## src/rtl/hfct_pkg.sv

```systemverilog
package hfct_pkg;

    // Table geometry defaults
    localparam int TableSlotsDefault = 1024;
    localparam int ProbeLimitDefault = 16;

    // Fixed field widths
    localparam int CMD_W   = 2;
    localparam int KEY_W   = 32;
    localparam int CTX_W   = 48;
    localparam int POS_W   = 24;
    localparam int SLOT_W  = 10;
    localparam int CNT_W   = 32;
    localparam int DIST_W  = 50;
    localparam int HASH_W  = 32;

    // Hash multipliers and the context bits that feed the hash
    localparam logic [HASH_W-1:0] HASH_MUL_KEY = 32'd2654435761;
    localparam logic [HASH_W-1:0] HASH_MUL_CTX = 32'd40503;
    localparam int CTX_HASH_LO = 4;

    // Command codes
    typedef enum logic [CMD_W-1:0] {
        CMD_RECORD = 2'd0,
        CMD_READ   = 2'd1,
        CMD_TOTALS = 2'd2,
        CMD_NONE   = 2'd3
    } hfct_cmd_t;

    // Result status codes
    localparam logic [1:0] ST_COUNTED = 2'd0;
    localparam logic [1:0] ST_NEW     = 2'd1;
    localparam logic [1:0] ST_DROPPED = 2'd2;
    localparam logic [1:0] ST_READOUT = 2'd3;

    // Controller to datapath commands
    typedef struct packed {
        logic clear_step;
        logic capture_rec;
        logic capture_read;
        logic totals;
        logic sum;
        logic check_rec;
        logic check_read;
        logic last_probe;
    } hfct_ctl_t;

    // Datapath to controller status
    typedef struct packed {
        logic resolved;
        logic clear_last;
    } hfct_stat_t;

    // One table slot
    typedef struct packed {
        logic                     used;
        logic [KEY_W-1:0]         key;
        logic [CTX_W-1:0]         ctx;
        logic [CNT_W-1:0]         count;
        logic signed [POS_W-1:0]  px;
        logic signed [POS_W-1:0]  py;
        logic signed [POS_W-1:0]  pz;
        logic [DIST_W-1:0]        min_dist;
        logic                     dist_known;
    } hfct_entry_t;

endpackage

```

## src/rtl/hfct_ctrl.sv

```systemverilog
module hfct_ctrl #(
    parameter int PROBE_LIMIT = 16
) (
    input  logic                   clk,
    input  logic                   rst_n,
    input  logic                   start,
    input  logic [1:0]             command,
    input  hfct_pkg::hfct_stat_t   stat,
    output hfct_pkg::hfct_ctl_t    ctl,
    output logic                   busy
);
    import hfct_pkg::*;

    localparam int PC_W = $clog2(PROBE_LIMIT + 1);
    localparam logic [PC_W-1:0] LAST_PROBE = PC_W'(PROBE_LIMIT - 1);

    typedef enum logic [2:0] {
        S_CLEAR,
        S_IDLE,
        S_SUM,
        S_WAIT,
        S_CHECK
    } state_t;

    state_t          state_reg, state_next;
    logic [PC_W-1:0] probe_reg, probe_next;
    logic            read_reg, read_next;

    // Decode state into datapath commands
    always_comb
    begin
        state_next = state_reg;
        probe_next = probe_reg;
        read_next  = read_reg;
        ctl        = '0;
        unique case (state_reg)
            S_CLEAR:
            begin
                ctl.clear_step = 1'b1;
                if (stat.clear_last)
                    state_next = S_IDLE;
            end
            S_IDLE:
            begin
                if (start)
                begin
                    case (hfct_cmd_t'(command))
                        CMD_RECORD:
                        begin
                            ctl.capture_rec = 1'b1;
                            read_next       = 1'b0;
                            state_next      = S_SUM;
                        end
                        CMD_READ:
                        begin
                            ctl.capture_read = 1'b1;
                            read_next        = 1'b1;
                            state_next       = S_WAIT;
                        end
                        CMD_TOTALS:
                            ctl.totals = 1'b1;
                        default:
                            state_next = S_IDLE;
                    endcase
                end
            end
            S_SUM:
            begin
                ctl.sum    = 1'b1;
                probe_next = '0;
                state_next = S_WAIT;
            end
            S_WAIT:
                state_next = S_CHECK;
            S_CHECK:
            begin
                if (read_reg)
                begin
                    ctl.check_read = 1'b1;
                    state_next     = S_IDLE;
                end
                else
                begin
                    ctl.check_rec  = 1'b1;
                    ctl.last_probe = (probe_reg == LAST_PROBE);
                    if (stat.resolved || ctl.last_probe)
                        state_next = S_IDLE;
                    else
                    begin
                        probe_next = probe_reg + 1'b1;
                        state_next = S_WAIT;
                    end
                end
            end
            default:
                state_next = S_IDLE;
        endcase
    end

    // Hold state
    always_ff @(posedge clk or negedge rst_n)
    begin
        if (!rst_n)
        begin
            state_reg <= S_CLEAR;
            probe_reg <= '0;
            read_reg  <= 1'b0;
        end
        else
        begin
            state_reg <= state_next;
            probe_reg <= probe_next;
            read_reg  <= read_next;
        end
    end

    assign busy = (state_reg != S_IDLE);

endmodule

```

## config.mk

```make
export PLATFORM = sky130hd
export DESIGN_NAME = hfct_ctrl
export DESIGN_NICKNAME = d
export VERILOG_FILES = /design/src/rtl/hfct_pkg.sv /design/src/rtl/hfct_ctrl.sv
export SDC_FILE = /design/constraint.sdc
export NUM_CORES = 1
export LEC_CHECK = 0
export BUFFER_PORTS_ARGS = -buffer_cell sky130_fd_sc_hd__clkbuf_2
export CAP_MARGIN = 30
export CORE_MARGIN = 5
export CORE_UTILIZATION = 39
export DETAILED_ROUTE_END_ITERATION = 16
export MAX_ROUTING_LAYER = met4
export PLACE_DENSITY = 0.64
export SETUP_SLACK_MARGIN = 0.1
export SLEW_MARGIN = 10
export SYNTH_ARGS = -nofsm -noshare
export SYNTH_HDL_FRONTEND = slang
export SYNTH_SLANG_ARGS = --single-unit
export TNS_END_PERCENT = 5
```

## constraint.sdc

```tcl
create_clock -name clk -period 2.6 [get_ports clk]
set_clock_uncertainty 0.2 [all_clocks]
set_input_delay 0.13 -clock clk [delete_from_list [all_inputs] [get_ports clk]]
set_output_delay 0.13 -clock clk [all_outputs]
set_load 0.005 [all_outputs]
```

==> results.cfg <==
[synth]
synthArstFlopShare_pct = 100.0
synth_most_common_cell = dfrtp_1
synth_cells = 70
ys.flop_type = dfrtp_1
synth_top_area_share_pct = 37.11
synth.area.top_cells = dfrtp_1 (37%), nor3b_1 (4.9%), o211ai_1 (4.9%)
synth.distinct_cells = 31
avgSynthCellArea_sq_um = 8.669
yosys_warnings = 0
ys_top_cells_by_count = dfrtp_1 (9), clkbuf_1 (5), nor2_1 (5), nor3_1 (5)
yosysSeqAreaShare_pct = 37.11
ys_ff_latch = 9
synth_area_sq_um = 606.8
synth_edf_count = 0
synth_top_area_cell = dfrtp_1
syn_nets = 79

[clock_network]
cts_root_buf = clkbuf_4
cts-htree-levels = 1
clkSinkCount = 9
path_clk_slew_ns = 0.06
cts_made_buffers = 3
cts_tree = yes
post_cts_resized = 0
worst_skew_pair.late_latency_ns = 0.26
clock_tree.buffer_depth = 2
post-cts-setup-buffers = 0

[die]
num_rows = 14
die_area_sq_um = 2445
die_w_um = 49.45
start_util_pct = 40.76
io_pins = 16
die_h_um = 49.45
core_sq_um = 1489

[timing]
worstMarginPinSlew_ns = 0.4420
final.min_clock_period_ns = 2.345
drv_slew = 0
rsz0062_at_grt = no
finalHoldViolations = 0
tns_ns = 0
clock.fmax_mhz = 426.5
finalSetupViolCount = 0
post-route-period-util_pct = 90.18
relSlewSlack_pct = 70.31

[outcome]
status = finished, final reports clean

[detailed_routing]
drt_iter0_drc = 17
ant_nets = 0
wl_per_cell_um = 13.04
vias = 586
first_pass_iters = 4
wl_mm = 1.369
drc = 0
drt-vias-per-instance = 5.581

[layout]
areaGrowthSynthToFinish_pct = 24.33
nNetsFinal = 99
stdcell_count = 105
final_cell_area_sq_um = 754.5
largest_reg_flops = 5
drive_above_1_share_pct = 24.72
antenna-diode-count = 0

[setup_path]
cp.arrival_ns = 2.32
critPathKind = register to register
cp.required_ns = 2.58
crit_path_start_kind = register
end_kind = register
critPathMaxFanout = 7

[global_route]
grt_pass1_wl_mm = 2.297
grt.overflow.total = 0
grt.total_usage_pct = 12.14
grt_antenna_before_repair = 0
grt_pass1_vias = 518
grt_max_degree = 21

[placement]
place_congestion = 0.7500
port-buffer-count = 15
placed_cell_area_sq_um = 698.2
hpwlAfterDp_um = 983.2
placedCellCount = 98

[power_and_ir_drop]
total_leakage_power_nw = 0.3534
p_per_area_nw_per_um2 = 983.8
vdd_drop_max_uv = 495.6

[job]
cap_violations = 0

[min_path]
holdCritPathClass = primary input to register
## critical path: stages, from the launching register on
cell and delay [ns]:
dfrtp_1 0.41, ha_1 0.22, and3_1 0.18, ha_1 0.19, or3_1 0.48, or4_1 0.42, o211ai_1 0.16
## where the power goes
part	total [mW]	switching, mW	internal [mW]
registers	0.267	0.0687	0.198
logic	0.369	0.194	0.175
clock network	0.107	0.0475	0.0591
## path summary, 6_finish.rpt
kind / startpoint / endpoint / slack (ns) / depth (start not counted)
max reg2reg: probe_reg[0] / probe_reg[2] / 0.26 / 6
min reg2reg: probe_reg[4] / probe_reg[4] / 0.31 / 1
max in group asynchronous: rst_n / probe_reg[1] / 1.94 / 2
min: stat[1] / probe_reg[3] / 0.05 / 4
max: probe_reg[0] / probe_reg[2] / 0.26 / 6
min in group asynchronous: rst_n / probe_reg[2] / 0.06 / 2
## area by class of cell
type,instances,area (sq um)
Clock buffer,4,26.28
Fill cell,134,734.5
Inverter,4,15.01
Multi-Input combinational cell,52,347.8
Sequential cell,9,225.2
Tap cell,16,20.02
Timing Repair Buffer,20,120.1
## cells in the final DEF (no fill, tap or decap), drive strengths merged, types with 2 or more instances in the layout
cell type and instances:
and3 3, buf 2, clkbuf 19, dfrtp 9
dlygate4sd3 3, ha 2, inv 4, nand2 3
nand3 2, nor2 5, nor3 5, nor3b 4
o211ai 4, o21ai 5, or3b 2, or4 2
## metrics by stage
step	power [mW]	util (%)	hold slack [ns]	setup WS [ns]
2_1_floorplan	0.5268	-	-0.3656	0.3289
3_3_place_gp	0.6294	46.89	-0.1965	0.3195
3_5_place_dp	0.6335	46.89	-0.1997	0.2819
4_1_cts	0.7461	50.67	0.04638	0.2674
5_1_grt	0.8215	50.67	0.06975	0.1593
6_report	0.7423	50.67	0.04987	0.2554
## routing by layer
layer  track usage, %  part of all wire (%)  vias to the layer above
li1                 -                     -                      301
met1            15.33                    47                      266
met2            17.38                    46                       17
met3            6.116                   6.3                        2
met4            2.620                  0.37                        0
met5                -                     0                        -
## timing repair
action / 4_1_cts / 5_1_grt
setup endpoints to repair: 0 / 0
hold endpoints to repair: 11 / 0
hold buffers: 3 / 0
## kinds of logic (layout without fill, tap and decap cells)
| family | after synthesis | count (layout) | share of synthesized area (%) |
|---|---|---|---|
| buffers and inverters | 9 | 28 | 5.567 |
| adders and majority gates | 2 | 2 | 4.123 |
| and+or+nand+nor | 32 | 32 | 30.73 |
| AOI/OAI and AO/OA | 16 | 16 | 18.35 |
| DFF | 9 | 9 | 37.11 |
| muxes | 2 | 2 | 4.123 |
Note: power is estimated with default switching activity, not from simulation.
